File: config.mk
export PLATFORM = sky130hd
export DESIGN_NAME = ups_line_status_monitor
export DESIGN_NICKNAME = d
export VERILOG_FILES = /design/src/sv/ulsm_pkg.sv /design/src/sv/ulsm_levels.sv /design/src/sv/ulsm_core.sv /design/src/sv/ulsm_evq.sv /design/src/sv/ups_line_status_monitor.sv
export SDC_FILE = /design/constraint.sdc
export NUM_CORES = 1
export LEC_CHECK = 0
export BUFFER_PORTS_ARGS = -buffer_cell sky130_fd_sc_hd__buf_2
export CORE_ASPECT_RATIO = 1.75
export CORE_MARGIN = 8
export CORE_UTILIZATION = 40
export CTS_CLUSTER_DIAMETER = 50
export DETAILED_ROUTE_END_ITERATION = 7
export MAX_ROUTING_LAYER = met4
export PLACE_DENSITY = 0.6
export RECOVER_POWER = 50
export SLEW_MARGIN = 0
export SYNTH_ARGS = -nofsm -noshare
export SYNTH_HDL_FRONTEND = slang
export SYNTH_SLANG_ARGS = --single-unit
File: constraint.sdc
create_clock -name clk -period 6.68 [get_ports clk]
set_input_delay 0.334 -clock clk [delete_from_list [all_inputs] [get_ports clk]]
set_output_delay 0.334 -clock clk [all_outputs]
set_load 0.05 [all_outputs]
File: src/sv/ulsm_pkg.sv
`timescale 1ns / 1ps

package ulsm_pkg;

	localparam int LINE_W     = 9;
	localparam int INV_W      = 4;
	localparam int CFG_DATA_W = 9;
	localparam int CFG_IDX_W  = 3;
	localparam int EV_MAX     = 4;
	localparam int EV_CNT_W   = 3;

	typedef enum logic [2:0] {
		EV_POWER_OK  = 3'd0,
		EV_LINE_FAIL = 3'd1,
		EV_LOW_BATT  = 3'd2,
		EV_CABLE     = 3'd3,
		EV_CONN_OK   = 3'd4
	} event_code_t;

	typedef enum logic [CFG_IDX_W-1:0] {
		REG_POWER_MASK   = 3'd0,
		REG_BATTERY_MASK = 3'd1,
		REG_RESERVE_MASK = 3'd2,
		REG_CABLE_MASK   = 3'd3,
		REG_LINE_INVERT  = 3'd4,
		REG_MODEL_VAR    = 3'd5
	} cfg_reg_t;

	// Bit positions inside line_invert.
	localparam int INV_POWER   = 0;
	localparam int INV_BATTERY = 1;
	localparam int INV_RESERVE = 2;
	localparam int INV_CABLE   = 3;

	typedef struct packed {
		logic [LINE_W-1:0] power_mask;
		logic [LINE_W-1:0] battery_mask;
		logic [LINE_W-1:0] reserve_mask;
		logic [LINE_W-1:0] cable_mask;
		logic [INV_W-1:0]  invert;
		logic              model_variant;
	} cfg_t;

	typedef struct packed {
		logic power;
		logic battery;
		logic connect;
		logic cable;
		logic cable_used;
	} levels_t;

	typedef struct packed {
		event_code_t [EV_MAX-1:0] code;
		logic [EV_CNT_W-1:0]      cnt;
	} ev_bundle_t;

endpackage

File: src/sv/ulsm_levels.sv
`timescale 1ns / 1ps

module ulsm_levels import ulsm_pkg::*; (
	input  cfg_t              cfg,
	input  logic [LINE_W-1:0] flags,
	output levels_t           lv
);

	// A line with no mask bits reads as normal; otherwise any selected bit
	// counts as active, and the invert flag makes the line active low.
	function automatic logic line_level(input logic [LINE_W-1:0] mask,
		input logic inv, input logic [LINE_W-1:0] fl);
		logic active;
		active = |(mask & fl);
		return (mask == '0) ? 1'b1 : (active ^ inv);
	endfunction

	logic reserve;

	always_comb begin
		lv.power      = line_level(cfg.power_mask, cfg.invert[INV_POWER], flags);
		lv.battery    = line_level(cfg.battery_mask, cfg.invert[INV_BATTERY], flags);
		reserve       = line_level(cfg.reserve_mask, cfg.invert[INV_RESERVE], flags);
		lv.connect    = lv.power | lv.battery | reserve;
		lv.cable      = line_level(cfg.cable_mask, cfg.invert[INV_CABLE], flags);
		lv.cable_used = (cfg.cable_mask != '0);
	end

endmodule

File: src/sv/ulsm_core.sv
`timescale 1ns / 1ps

module ulsm_core import ulsm_pkg::*; (
	input  logic       clk,
	input  logic       arst_n,
	input  cfg_t       cfg,
	input  levels_t    lv,
	input  logic       commit,
	output ev_bundle_t ev
);

	logic       power_prev_q, battery_prev_q, connect_prev_q, cable_wait_q;
	logic [2:0] pending_q;

	logic       power_prev_d, battery_prev_d, connect_prev_d, cable_wait_d;
	logic [2:0] pending_d;

	always_comb begin
		logic                p, b, c, run;
		logic [EV_CNT_W-1:0] n;
		event_code_t [EV_MAX-1:0] codes;

		power_prev_d   = power_prev_q;
		battery_prev_d = battery_prev_q;
		connect_prev_d = connect_prev_q;
		cable_wait_d   = cable_wait_q;
		pending_d      = pending_q;
		codes          = '{default: EV_POWER_OK};
		n              = '0;
		run            = 1'b0;
		p              = lv.power;
		b              = lv.battery;
		c              = lv.connect;

		if (cable_wait_q) begin
			// A held tick only re-tests the cable line; once it reads ok the
			// stored levels are processed as if they came with this tick.
			if (lv.cable) begin
				cable_wait_d = 1'b0;
				p            = pending_q[0];
				b            = pending_q[1];
				c            = pending_q[2];
				run          = 1'b1;
			end
		end else if (lv.cable_used) begin
			if (c != connect_prev_q && !lv.cable) begin
				pending_d    = {c, b, p};
				cable_wait_d = 1'b1;
			end else begin
				run = 1'b1;
			end
		end else begin
			run = 1'b1;
			if (c != connect_prev_q) begin
				if (c) begin
					codes[n[1:0]] = EV_CONN_OK;
					n             = n + 1'b1;
					if (!b && !p) begin
						codes[n[1:0]] = EV_LOW_BATT;
						n             = n + 1'b1;
					end else if (!p) begin
						codes[n[1:0]] = EV_LINE_FAIL;
						n             = n + 1'b1;
					end
				end else begin
					// Without a cable line a lost connection is a cable fault;
					// the levels are taken over silently.
					power_prev_d   = p;
					battery_prev_d = b;
					codes[n[1:0]]  = EV_CABLE;
					n              = n + 1'b1;
				end
			end
		end

		if (run) begin
			if (c && (p != power_prev_d || b != battery_prev_d)) begin
				if (p != power_prev_d) begin
					codes[n[1:0]] = p ? EV_POWER_OK : (b ? EV_LINE_FAIL : EV_LOW_BATT);
					n             = n + 1'b1;
				end
				if (b != battery_prev_d) begin
					if (!b && !p) begin
						codes[n[1:0]] = EV_LOW_BATT;
						n             = n + 1'b1;
					end else if (!cfg.model_variant) begin
						codes[n[1:0]] = (b && !p) ? EV_LINE_FAIL : EV_POWER_OK;
						n             = n + 1'b1;
					end
				end
				power_prev_d   = p;
				battery_prev_d = b;
			end
			connect_prev_d = c;
		end

		ev.code = codes;
		ev.cnt  = n;
	end

	always_ff @(posedge clk or negedge arst_n) begin
		if (!arst_n) begin
			power_prev_q   <= 1'b1;
			battery_prev_q <= 1'b1;
			connect_prev_q <= 1'b1;
			cable_wait_q   <= 1'b0;
			pending_q      <= '0;
		end else if (commit) begin
			power_prev_q   <= power_prev_d;
			battery_prev_q <= battery_prev_d;
			connect_prev_q <= connect_prev_d;
			cable_wait_q   <= cable_wait_d;
			pending_q      <= pending_d;
		end
	end

endmodule

File: src/sv/ulsm_evq.sv
`timescale 1ns / 1ps

module ulsm_evq import ulsm_pkg::*; (
	input  logic              clk,
	input  logic              arst_n,
	input  logic              load,
	input  ev_bundle_t        bundle,
	output logic              free,
	output logic              out_valid,
	input  logic              out_ready,
	output logic [2:0]        event_code,
	output logic              last_event
);

	event_code_t [EV_MAX-1:0] code_q;
	logic [EV_CNT_W-1:0]      cnt_q;
	logic                     pop;

	assign out_valid  = (cnt_q != '0);
	assign pop        = out_valid && out_ready;
	assign free       = (cnt_q == '0) || (cnt_q == EV_CNT_W'(1) && out_ready);
	assign event_code = code_q[0];
	assign last_event = (cnt_q == EV_CNT_W'(1));

	always_ff @(posedge clk or negedge arst_n) begin
		if (!arst_n) begin
			cnt_q <= '0;
		end else if (load) begin
			cnt_q <= bundle.cnt;
		end else if (pop) begin
			cnt_q <= cnt_q - 1'b1;
		end
	end

	always_ff @(posedge clk) begin
		if (load) begin
			code_q <= bundle.code;
		end else if (pop) begin
			for (int i = 0; i < EV_MAX - 1; i++) begin
				code_q[i] <= code_q[i+1];
			end
			code_q[EV_MAX-1] <= EV_POWER_OK;
		end
	end

endmodule

File: src/sv/ups_line_status_monitor.sv
`timescale 1ns / 1ps
// A tick accepted into the input register is evaluated there by the rule
// logic; on commit its events load the registered event queue, which offers
// the first on the output. Throughput: one tick per cycle while out_ready
// holds and ticks give at most one event; a tick with several events holds
// back the next tick with events until the one-event-per-cycle output queue
// is down to its last event. Reset zeroes the configuration, sets line history
// to "power ok, battery ok, connected", and empties the input and event stages.

module ups_line_status_monitor import ulsm_pkg::*; (
	input  logic                  clk,
	input  logic                  arst_n,
	input  logic                  in_valid,
	output logic                  in_ready,
	input  logic [LINE_W-1:0]     line_flags,
	output logic                  out_valid,
	input  logic                  out_ready,
	output logic [2:0]            event_code,
	output logic                  last_event,
	input  logic                  cfg_we,
	input  logic [CFG_IDX_W-1:0]  cfg_index,
	input  logic [CFG_DATA_W-1:0] cfg_data
);

	// Configuration registers. Writes to unused indexes are dropped.
	cfg_t cfg_q;

	always_ff @(posedge clk or negedge arst_n) begin
		if (!arst_n) begin
			cfg_q <= '0;
		end else if (cfg_we) begin
			unique case (cfg_index)
				REG_POWER_MASK:   cfg_q.power_mask    <= cfg_data;
				REG_BATTERY_MASK: cfg_q.battery_mask  <= cfg_data;
				REG_RESERVE_MASK: cfg_q.reserve_mask  <= cfg_data;
				REG_CABLE_MASK:   cfg_q.cable_mask    <= cfg_data;
				REG_LINE_INVERT:  cfg_q.invert        <= cfg_data[INV_W-1:0];
				REG_MODEL_VAR:    cfg_q.model_variant <= cfg_data[0];
				default: ;
			endcase
		end
	end

	// Input register: holds the sampled line bits of one tick until the
	// rule logic can commit it.
	logic [LINE_W-1:0] flags_s1;
	logic              valid_s1;
	logic              commit;
	logic              q_free;
	levels_t           lv;
	ev_bundle_t        ev;

	// A tick commits when it gives no event, or when the event queue is empty
	// or hands over its last event in this same cycle. Ticks without events
	// only update the line history and never wait on the output.
	assign commit   = valid_s1 && ((ev.cnt == '0) || q_free);
	assign in_ready = !valid_s1 || commit;

	always_ff @(posedge clk or negedge arst_n) begin
		if (!arst_n) begin
			valid_s1 <= 1'b0;
		end else if (in_ready) begin
			valid_s1 <= in_valid;
		end
	end

	always_ff @(posedge clk) begin
		if (in_valid && in_ready) begin
			flags_s1 <= line_flags;
		end
	end

	// Mask and invert decoding of the modem lines.
	ulsm_levels u_levels (
		.cfg   (cfg_q),
		.flags (flags_s1),
		.lv    (lv)
	);

	// Transition rules and line history, including the cable hold.
	ulsm_core u_core (
		.clk    (clk),
		.arst_n (arst_n),
		.cfg    (cfg_q),
		.lv     (lv),
		.commit (commit),
		.ev     (ev)
	);

	// Event queue: the registered output stage, one event transfer per cycle while out_ready is high.
	ulsm_evq u_evq (
		.clk        (clk),
		.arst_n     (arst_n),
		.load       (commit && (ev.cnt != '0)),
		.bundle     (ev),
		.free       (q_free),
		.out_valid  (out_valid),
		.out_ready  (out_ready),
		.event_code (event_code),
		.last_event (last_event)
	);

endmodule
==> report_table.html, run 1 <==
<table>
<tr><th>Metric</th><th>Value</th></tr>
<tr><th colspan="2">Clock network</th></tr>
<tr><td>Skew-Pair Late Insertion Delay</td><td>approximately 340 ps</td></tr>
<tr><td>Clock root cell</td><td>sky130_fd_sc_hd__clkbuf_16</td></tr>
<tr><td>Clock Tree Buf Depth</td><td>2</td></tr>
<tr><td># H-tree levels</td><td>3</td></tr>
<tr><td>Clock buffer count from CTS</td><td>9</td></tr>
<tr><td>Num Clock Sinks</td><td>70</td></tr>
<tr><td>CTS clock-pin slew for the worst setup and hold paths</td><td>roughly 60 ps</td></tr>
<tr><td>Post_cts resized</td><td>0</td></tr>
<tr><td>Number of hold buffers added after CTS</td><td>0</td></tr>
<tr><td>Setup Fix Bufs, Post-CTS</td><td>0</td></tr>
<tr><td>CTS tree</td><td>built</td></tr>
<tr><th colspan="2">Final layout</th></tr>
<tr><td>Final-stage net count</td><td>~420</td></tr>
<tr><td>Number of inserted diodes</td><td>0</td></tr>
<tr><td>Share of cells above drive strength 1</td><td>31.2%</td></tr>
<tr><td>Post-route insts no fill</td><td>516</td></tr>
<tr><td>Leading cell types in the layout, fill and taps excluded</td><td>sky130_fd_sc_hd__dfrtp_1, sky130_fd_sc_hd__mux2_2, sky130_fd_sc_hd__nand2_1, sky130_fd_sc_hd__buf_2, sky130_fd_sc_hd__edfxtp_1</td></tr>
<tr><td>Area overhead of the layout relative to synthesis</td><td>14.8%</td></tr>
<tr><td>Number of inserted filler cells in the final layout</td><td>943</td></tr>
<tr><td>Post-Layout Inst Area</td><td>4660 µm²</td></tr>
<tr><td>Most common cell after layout, fill and taps aside</td><td>sky130_fd_sc_hd__dfrtp_1</td></tr>
<tr><th colspan="2">GRT</th></tr>
<tr><td>Largest net degree at the start of global routing</td><td>53</td></tr>
<tr><td>All-Layer GR Usage</td><td>16.4%</td></tr>
<tr><td>Grt total ovfl</td><td>0</td></tr>
<tr><td>Number of antenna violations at the first check in global routing</td><td>0</td></tr>
<tr><td>Vias in the first global route</td><td>3119</td></tr>
<tr><td>First-pass GRT wire length</td><td>16.6 mm</td></tr>
<tr><th colspan="2">Route</th></tr>
<tr><td>Final wirelength</td><td>10.6 mm</td></tr>
<tr><td>First-pass iteration count of the detailed router</td><td>7</td></tr>
<tr><td>Initial DRC Count</td><td>217</td></tr>
<tr><td>Number of antenna-violating nets in the routed design</td><td>0</td></tr>
<tr><td>Mean number of vias per cell</td><td>between 5 and 6</td></tr>
<tr><td>Number of remaining DRC errors</td><td>0</td></tr>
<tr><td>Via total after detailed routing</td><td>3000</td></tr>
<tr><td>Wirelength per Cell</td><td>20.5 µm</td></tr>
<tr><th colspan="2">Timing</th></tr>
<tr><td>Final hold slack</td><td>around 170 ps</td></tr>
<tr><td>Worst max-slew margin expressed relative to the limit</td><td>-94.6%</td></tr>
<tr><td>Setup-failing EPs final</td><td>0</td></tr>
<tr><td>Worst setup skew after layout</td><td>4.02 ps</td></tr>
<tr><td>Slew at the pin with the worst max-slew slack</td><td>2920 ps</td></tr>
<tr><td>Final-report max-slew violation count</td><td>53</td></tr>
<tr><td>FMAX</td><td>163 MHz</td></tr>
<tr><td>Unrepaired setup endpoints after global routing</td><td>false</td></tr>
<tr><td>Ratio of final minimum period to clock period</td><td>approximately 90%</td></tr>
<tr><td>Post-layout min period</td><td>slightly above 6000 ps</td></tr>
<tr><td>Final hold vios</td><td>0</td></tr>
<tr><td>Worst setup slack after layout</td><td>549 ps</td></tr>
<tr><td>Setup total negative slack</td><td>0 ps</td></tr>
<tr><th colspan="2">Synth</th></tr>
<tr><td>Cell area after synthesis</td><td>4060 µm²</td></tr>
<tr><td>Post-synthesis cell count</td><td>349</td></tr>
<tr><td>Proportion of synthesized flip-flops having asynchronous set or reset</td><td>roughly three quarters</td></tr>
<tr><td>Post-Syn Nets</td><td>386</td></tr>
<tr><td>Number of register bits inferred by synthesis</td><td>70</td></tr>
<tr><td>Part of the Yosys area used for sequential elements</td><td>45.5%</td></tr>
<tr><td>Distinct cells, synth</td><td>73</td></tr>
<tr><td>Top_reg_cell synth</td><td>sky130_fd_sc_hd__dfrtp_1</td></tr>
<tr><td>Synth Warn #</td><td>0</td></tr>
<tr><td>Number of synthesized flops with an enable pin</td><td>18</td></tr>
<tr><td>Mean Syn Cell Area</td><td>11.6 µm²</td></tr>
<tr><th colspan="2">Place</th></tr>
<tr><td>Worst slack at placement</td><td>792 ps</td></tr>
<tr><td>Number of placed instances with taps included</td><td>500</td></tr>
<tr><td>Half-perimeter wire length after detailed placement</td><td>8.35 mm</td></tr>
<tr><td>Placer Congestion</td><td>0.966</td></tr>
<tr><td>Number of I/O port buffers</td><td>31</td></tr>
<tr><td>Placed cell areas</td><td>about 4300 µm²</td></tr>
<tr><th colspan="2">Floorplan</th></tr>
<tr><td>Die outline area</td><td>13800 µm²</td></tr>
<tr><td>Num ports</td><td>32</td></tr>
<tr><td>Core Area</td><td>9850 µm²</td></tr>
<tr><td>Die Ht</td><td>149 µm</td></tr>
<tr><td>Horizontal extent of the die</td><td>about 90 µm</td></tr>
<tr><td>Standard-cell row count</td><td>48</td></tr>
<tr><td>Initial cell density of the core</td><td>41.2%</td></tr>
<tr><th colspan="2">Pwr</th></tr>
<tr><td>Gate power share</td><td>43.6%</td></tr>
<tr><td>Net switching fraction of the power</td><td>40.0%</td></tr>
<tr><td>Internal cell power</td><td>about 1300 µW</td></tr>
<tr><td>Share of total power in the clock network</td><td>a little under a quarter</td></tr>
<tr><td>Reported leakage power</td><td>0.00189 µW</td></tr>
<tr><td>Relative contribution of sequential cells to total power</td><td>32.7%</td></tr>
<tr><td>VDD IR-drop max</td><td>0.000231 V</td></tr>
<tr><td>Switching power</td><td>881 µW</td></tr>
<tr><td>Power Density</td><td>472 nW/µm²</td></tr>
<tr><th colspan="2">Setup path</th></tr>
<tr><td>Data arrival at the endpoint of the critical path</td><td>5800 ps</td></tr>
<tr><td>Critical path startpoint category</td><td>flip-flop</td></tr>
<tr><td>Critical path fanouts, max</td><td>10</td></tr>
<tr><td>Endpoint type of the worst setup path</td><td>output pin</td></tr>
<tr><td>Required @ worst endpoint</td><td>6350 ps</td></tr>
<tr><td>Startpoint-to-endpoint class of the critical path</td><td>flip-flop to output pin</td></tr>
<tr><th colspan="2">Flow run</th></tr>
<tr><td>Max cap viols</td><td>1</td></tr>
<tr><th colspan="2">Run status</th></tr>
<tr><td>Outcome</td><td>complete, but fails checks</td></tr>
<tr><td>Violations in the final reports</td><td>max-capacitance violations, max-slew violations</td></tr>
<tr><th colspan="2">Hold path</th></tr>
<tr><td>Worst hold path type</td><td>primary input to flip-flop</td></tr>
</table>
-- cell type report --
| type | count | area (µm²) | share of cell area [%] |
|---|---|---|---|
| inverter | 12 | 45.0 | 0.966 |
| clock buffer | 12 | 279 | 5.99 |
| clock inverter | 4 | 50.0 | 1.07 |
| tap | 125 | 156 | 3.36 |
| multi-input combinational | 257 | 2100 | 45.2 |
| sequential | 70 | 1850 | 39.6 |
| timing repair buffer | 36 | 180 | 3.87 |
-- cell families (layout without fill, tap and decap cells) --
kind of cell	after synthesis	in the layout	share of synthesized area (%)
compound gates	77	77	14.7
buf+inv	22	64	2.87
fa+ha+maj	11	11	3.39
mux	55	55	15.9
xor+xnor	9	9	2.13
simple gates	105	105	15.6
flops	70	70	45.5
-- per-layer routing --
metal | track usage (%) | up-vias | wire, µm
met4 | 9.98 | 0 | 538
met3 | 2.37 | 41 | 352
met1 | 14.9 | 1447 | 3700
met2 | 31.0 | 114 | 6000
met5 | - | - | 0
li1 | - | 1398 | -
-- sequential cells by signal, indices dropped and copies added, names as in the netlist --
name and flops:
u_evq.cnt_q 3, u_evq.event_code 3, u_core.power_prev_q 1, flags_s1 9, cfg_q 41, u_core.battery_prev_q 1
valid_s1 1, u_evq.code_q 6, u_core.pending_q 3, u_core.connect_prev_q 1, u_core.cable_wait_q 1
-- power by group through the flow --
stage	Clock [µW]	Sequential [µW]	Combinational, µW
2_1_floorplan	0	660	829
3_3_place_gp	0	724	945
3_5_place_dp	0	725	959
4_1_cts	526	718	965
5_1_grt	544	734	1050
6_report	520	720	960
-- cells in the mapped netlist, types with 7 or more instances --
| master | number | area share [%] |
|---|---|---|
| sky130_fd_sc_hd__or4_1 | 8 | 1.5 |
| sky130_fd_sc_hd__mux2_4 | 8 | 3.0 |
| sky130_fd_sc_hd__inv_1 | 12 | 1.1 |
| sky130_fd_sc_hd__o21ai_0 | 17 | 2.1 |
| sky130_fd_sc_hd__ha_1 | 11 | 3.4 |
| sky130_fd_sc_hd__dfrtp_1 | 49 | 30 |
| sky130_fd_sc_hd__xnor2_1 | 7 | 1.5 |
| sky130_fd_sc_hd__edfxtp_1 | 18 | 13 |
| sky130_fd_sc_hd__mux2_2 | 42 | 12 |
| sky130_fd_sc_hd__a22oi_1 | 12 | 2.2 |
| sky130_fd_sc_hd__nor2_1 | 11 | 1.0 |
| sky130_fd_sc_hd__nand2_1 | 30 | 2.8 |
-- worst max-delay path, stage by stage, from the launching register on --
cell and delay (ps):
sky130_fd_sc_hd__edfxtp_1 450, sky130_fd_sc_hd__a222oi_1 360, sky130_fd_sc_hd__nand3_1 140, sky130_fd_sc_hd__or4_1 490, sky130_fd_sc_hd__a22oi_4 330, sky130_fd_sc_hd__nor2b_1 370, sky130_fd_sc_hd__ha_1 320, sky130_fd_sc_hd__nor2_1 160
sky130_fd_sc_hd__and2_4 200, sky130_fd_sc_hd__a21boi_4 250, sky130_fd_sc_hd__a21boi_0 190, sky130_fd_sc_hd__xnor2_2 410, sky130_fd_sc_hd__o21ai_0 250, sky130_fd_sc_hd__ha_1 330, sky130_fd_sc_hd__or3_1 390, sky130_fd_sc_hd__a31oi_2 230
sky130_fd_sc_hd__a21oi_1 140, sky130_fd_sc_hd__nand2_1 140, sky130_fd_sc_hd__buf_2 290
-- metrics by stage --
| step | util, % | total power [µW] |
|---|---|---|
| CTS | 47.4 | 2210 |
| global route | 47.3 | 2330 |
| detailed placement | 44.1 | 1680 |
| global placement | 44.1 | 1670 |
| finish | 47.3 | 2200 |
| floorplan | - | 1490 |
-- worst paths after layout --
kind / slack, ps / end / from / cells past startpoint
setup / recovery: 550 / in_ready / flags_s1[4]$_DFFE_PP_ / 18
hold reg to reg: 530 / cfg_q[16]$_DFFE_PN0P_ / cfg_q[16]$_DFFE_PN0P_ / 1
setup reg to reg: 770 / flags_s1[6]$_DFFE_PP_ / flags_s1[4]$_DFFE_PP_ / 18
hold / removal: 170 / flags_s1[2]$_DFFE_PP_ / line_flags[2] / 1
min in group asynchronous: 1030 / u_core.pending_q[2]$_DFFE_PN0P_ / arst_n / 2
max in group asynchronous: 3990 / cfg_q[3]$_DFFE_PN0P_ / arst_n / 2
Power figures use the tool's default switching activity.
==> run 2: changes to the inputs <==
- SYNTH_HIERARCHICAL: not set -> 1
- clock period: 6.68 -> 5.9 ns (I/O delays scaled with it)
==> report_table.html, run 2 <==
<table>
<tr><th>Metric</th><th>Value</th></tr>
<tr><th colspan="2">Floorplan</th></tr>
<tr><td>Horizontal extent of the die</td><td>roughly 93 µm</td></tr>
<tr><td>Core Area</td><td>around 10000 µm²</td></tr>
<tr><td>Num ports</td><td>32</td></tr>
<tr><td>Die Ht</td><td>150 µm</td></tr>
<tr><td>Die outline area</td><td>14000 µm²</td></tr>
<tr><td>Standard-cell row count</td><td>a little under 50</td></tr>
<tr><td>Initial cell density of the core</td><td>40.5%</td></tr>
<tr><th colspan="2">Final layout</th></tr>
<tr><td>Leading cell types in the layout, fill and taps excluded</td><td>sky130_fd_sc_hd__mux2_2, sky130_fd_sc_hd__dfrtp_1, sky130_fd_sc_hd__buf_2, sky130_fd_sc_hd__nand2_1, sky130_fd_sc_hd__edfxtp_1</td></tr>
<tr><td>Flip-flop count of the largest register after layout</td><td>41</td></tr>
<tr><td>Registers with the most flip-flops</td><td>cfg_q (41), flags_s1 (9), u_evq/code_q (9)</td></tr>
<tr><td>Area overhead of the layout relative to synthesis</td><td>15.5%</td></tr>
<tr><td>Post-Layout Inst Area</td><td>4770 µm²</td></tr>
<tr><td>Most common cell after layout, fill and taps aside</td><td>sky130_fd_sc_hd__mux2_2</td></tr>
<tr><td>Number of inserted diodes</td><td>0</td></tr>
<tr><td>Register with the most flip-flops</td><td>cfg_q</td></tr>
<tr><td>Final-stage net count</td><td>around 430</td></tr>
<tr><td>Share of cells above drive strength 1</td><td>between 30% and 40%</td></tr>
<tr><th colspan="2">Setup path</th></tr>
<tr><td>Startpoint-to-endpoint class of the critical path</td><td>flip-flop to output pin</td></tr>
<tr><td>Library cell appearing most often on the critical path</td><td>sky130_fd_sc_hd__ha_1</td></tr>
<tr><td>Endpoint type of the worst setup path</td><td>output pin</td></tr>
<tr><td>Cell type of the slowest stage on the worst timing path</td><td>sky130_fd_sc_hd__edfxtp_1</td></tr>
<tr><td>CP Cell Sequence</td><td>a222oi_1 &gt; nand3_1 &gt; a221oi_2 &gt; xor2_1 &gt; nand4_1 &gt; inv_1 &gt; ha_1 &gt; nor4_4 &gt; mux2i_4 &gt; xor2_4 &gt; nand2_2 &gt; o21a_1 &gt; ha_1 &gt; mux2_4 &gt; o22ai_2 &gt; nor3_2 &gt; or3_1 &gt; buf_2</td></tr>
<tr><td>Cell family with most CP delay</td><td>simple AND/OR/NAND/NOR gates</td></tr>
<tr><td>Critical path fanouts, max</td><td>7</td></tr>
<tr><td>Required @ worst endpoint</td><td>between 5000 and 6000 ps</td></tr>
<tr><td>Critical path startpoint category</td><td>flip-flop</td></tr>
<tr><td>Data arrival at the endpoint of the critical path</td><td>5180 ps</td></tr>
<tr><td>Count of buffering cells on the critical path with inverters included</td><td>2</td></tr>
<tr><td>Highest cell delay on the worst timing path</td><td>450 ps</td></tr>
<tr><th colspan="2">GRT</th></tr>
<tr><td>First-pass GRT wire length</td><td>roughly 16 mm</td></tr>
<tr><td>Largest net degree at the start of global routing</td><td>53</td></tr>
<tr><td>Vias in the first global route</td><td>3131</td></tr>
<tr><td>Number of antenna violations at the first check in global routing</td><td>0</td></tr>
<tr><td>Grt total ovfl</td><td>0</td></tr>
<tr><td>All-Layer GR Usage</td><td>15.9%</td></tr>
<tr><th colspan="2">Route</th></tr>
<tr><td>Final wirelength</td><td>10.2 mm</td></tr>
<tr><td>Initial DRC Count</td><td>144</td></tr>
<tr><td>First-pass iteration count of the detailed router</td><td>5</td></tr>
<tr><td>Via total after detailed routing</td><td>2970</td></tr>
<tr><td>Wirelength per Cell</td><td>between 15 and 20 µm</td></tr>
<tr><td>Number of remaining DRC errors</td><td>0</td></tr>
<tr><td>Number of antenna-violating nets in the routed design</td><td>0</td></tr>
<tr><td>Mean number of vias per cell</td><td>5.73</td></tr>
<tr><th colspan="2">Synth</th></tr>
<tr><td>Leading post-synthesis cells by instance count</td><td>sky130_fd_sc_hd__mux2_2, sky130_fd_sc_hd__dfrtp_1, sky130_fd_sc_hd__nand2_1, sky130_fd_sc_hd__edfxtp_1</td></tr>
<tr><td>Synth area leaders</td><td>sky130_fd_sc_hd__dfrtp_1, sky130_fd_sc_hd__edfxtp_1, sky130_fd_sc_hd__mux2_2, sky130_fd_sc_hd__ha_1, sky130_fd_sc_hd__nand2_1</td></tr>
<tr><td>Mean Syn Cell Area</td><td>11.8 µm²</td></tr>
<tr><td>Number of register bits inferred by synthesis</td><td>73</td></tr>
<tr><td>Proportion of synthesized flip-flops having asynchronous set or reset</td><td>71.2%</td></tr>
<tr><td>Top_reg_cell synth</td><td>sky130_fd_sc_hd__dfrtp_1</td></tr>
<tr><td>Synth Warn #</td><td>6</td></tr>
<tr><td>Distinct cells, synth</td><td>69</td></tr>
<tr><td>Area share of the largest cell type after synthesis</td><td>29.7%</td></tr>
<tr><td>Part of the Yosys area used for sequential elements</td><td>between 40% and 50%</td></tr>
<tr><td>Post-synthesis cell count</td><td>349</td></tr>
<tr><td>Cell area after synthesis</td><td>4130 µm²</td></tr>
<tr><td>Number of synthesized flops with an enable pin</td><td>21</td></tr>
<tr><td>Most frequently used cell type in the post-synthesis netlist</td><td>sky130_fd_sc_hd__mux2_2</td></tr>
<tr><td>Area leader, netlist</td><td>sky130_fd_sc_hd__dfrtp_1</td></tr>
<tr><th colspan="2">Pwr</th></tr>
<tr><td>Reported leakage power</td><td>0.00197 µW</td></tr>
<tr><td>Share of total power in the clock network</td><td>a little under a quarter</td></tr>
<tr><td>Power Density</td><td>564 nW/µm²</td></tr>
<tr><td>Internal cell power</td><td>1610 µW</td></tr>
<tr><td>Relative contribution of sequential cells to total power</td><td>32.0%</td></tr>
<tr><td>Gate power share</td><td>roughly 44%</td></tr>
<tr><td>VDD IR-drop max</td><td>0.000286 V</td></tr>
<tr><td>Switching power</td><td>1080 µW</td></tr>
<tr><td>Net switching fraction of the power</td><td>40.0%</td></tr>
<tr><th colspan="2">Clock network</th></tr>
<tr><td>CTS clock-pin slew for the worst setup and hold paths</td><td>60 ps</td></tr>
<tr><td>CTS tree</td><td>built</td></tr>
<tr><td>Num Clock Sinks</td><td>73</td></tr>
<tr><td>Clock root cell</td><td>sky130_fd_sc_hd__clkbuf_16</td></tr>
<tr><td>Clock buffer count from CTS</td><td>9</td></tr>
<tr><td>Number of hold buffers added after CTS</td><td>0</td></tr>
<tr><td># H-tree levels</td><td>3</td></tr>
<tr><td>Clock Tree Buf Depth</td><td>2</td></tr>
<tr><td>Skew-Pair Late Insertion Delay</td><td>between 300 and 400 ps</td></tr>
<tr><th colspan="2">Place</th></tr>
<tr><td>Placer Congestion</td><td>0.854</td></tr>
<tr><td>Half-perimeter wire length after detailed placement</td><td>7.97 mm</td></tr>
<tr><td>Number of I/O port buffers</td><td>31</td></tr>
<tr><td>Placed cell areas</td><td>between 4000 and 5000 µm²</td></tr>
<tr><td>Worst slack at placement</td><td>roughly 360 ps</td></tr>
<tr><th colspan="2">Timing</th></tr>
<tr><td>Final hold vios</td><td>0</td></tr>
<tr><td>Slew at the pin with the worst max-slew slack</td><td>between 2000 and 3000 ps</td></tr>
<tr><td>Setup-failing EPs final</td><td>0</td></tr>
<tr><td>Final-report max-slew violation count</td><td>53</td></tr>
<tr><td>Ratio of final minimum period to clock period</td><td>92.8%</td></tr>
<tr><td>Worst max-slew margin expressed relative to the limit</td><td>-80.5%</td></tr>
<tr><td>Setup total negative slack</td><td>0 ps</td></tr>
<tr><td>Unrepaired setup endpoints after global routing</td><td>false</td></tr>
<tr><td>Post-layout min period</td><td>about 5500 ps</td></tr>
<tr><td>Worst setup skew after layout</td><td>9.07 ps</td></tr>
<tr><td>FMAX</td><td>183 MHz</td></tr>
<tr><td>Worst setup slack after layout</td><td>426 ps</td></tr>
<tr><th colspan="2">Run status</th></tr>
<tr><td>Outcome</td><td>complete, but fails checks</td></tr>
<tr><td>Violations in the final reports</td><td>max-capacitance violations, max-slew violations</td></tr>
<tr><th colspan="2">Hold path</th></tr>
<tr><td>Worst hold path type</td><td>primary input to flip-flop</td></tr>
<tr><th colspan="2">Flow run</th></tr>
<tr><td>Max cap viols</td><td>1</td></tr>
</table>
==> run 2: final cells by class <==
cell class                      instances  area [µm²]
Clock inverter                          7         124
Inverter                               14        52.6
Tap cell                              127         159
Fill cell                             972        5410
Clock buffer                            9         225
Multi-Input combinational cell        250        2070
Timing Repair Buffer                   38         203
Sequential cell                        73        1940
==> run 2: per-layer routing <==
metal  vias to the layer above  GRT usage, %  wire (µm)
li1                       1379             -          -
met1                      1466          14.8       3560
met2                        91          28.0       5740
met3                        34          2.70        283
met4                         0          12.8        580
met5                         -             -          0
==> run 2: kinds of logic after synthesis <==
logic type                 after synthesis  share of synthesized area [%]
other                                    1                         0.0909
adders and majority gates               13                           3.94
muxes                                   61                           16.8
xor gates and xnor gates                10                           2.49
and+or+nand+nor                         93                           13.0
buffers and inverters                   28                           3.61
DFF                                     73                           46.9
AOI/OAI and AO/OA                       70                           13.2
==> run 2: final timing paths <==
path	start	end	slack, ps	cells after the start
setup / recovery	flags_s1[4]$_DFFE_PP_	in_ready	430	18
hold / removal	line_flags[8]	flags_s1[8]$_DFFE_PP_	130	1
hold reg to reg	u_core/pending_q[2]$_DFFE_PN0P_	u_core/pending_q[2]$_DFFE_PN0P_	500	2
setup reg to reg	flags_s1[4]$_DFFE_PP_	u_evq/code_q[9]$_SDFFCE_PN0P_	640	19
max in group asynchronous	arst_n	cfg_q[6]$_DFFE_PN0P_	3450	2
min in group asynchronous	arst_n	cfg_q[33]$_DFFE_PN0P_	900	2
==> run 2: metrics by stage <==
| step | utilization [%] | cells | hold WS (ps) | power (µW) |
|---|---|---|---|---|
| floorplan | - | 351 | -0.591 | 1750 |
| global placement | 43.1 | 500 | 446 | 2010 |
| detailed placement | 43.1 | 500 | 454 | 2030 |
| CTS | 46.6 | 516 | 97.0 | 2670 |
| global route | 46.8 | 518 | 128 | 2850 |
| finish | 46.8 | 518 | 131 | 2690 |
==> run 2: power by group through the flow <==
stage	Sequential [µW]	Clock, µW	Combinational, µW
floorplan	805	0	948
global placement	860	0	1150
detailed placement	867	0	1160
CTS	858	646	1170
global route	881	666	1310
finish	860	636	1190
==> run 2: repair_timing <==
item / 4_1_cts / 5_1_grt
setup endpoints to repair: 0 / 42
gates resized for setup: 0 / 3
setup buffers: 0 / 2
endpoints found under the hold margin: 0 / 0
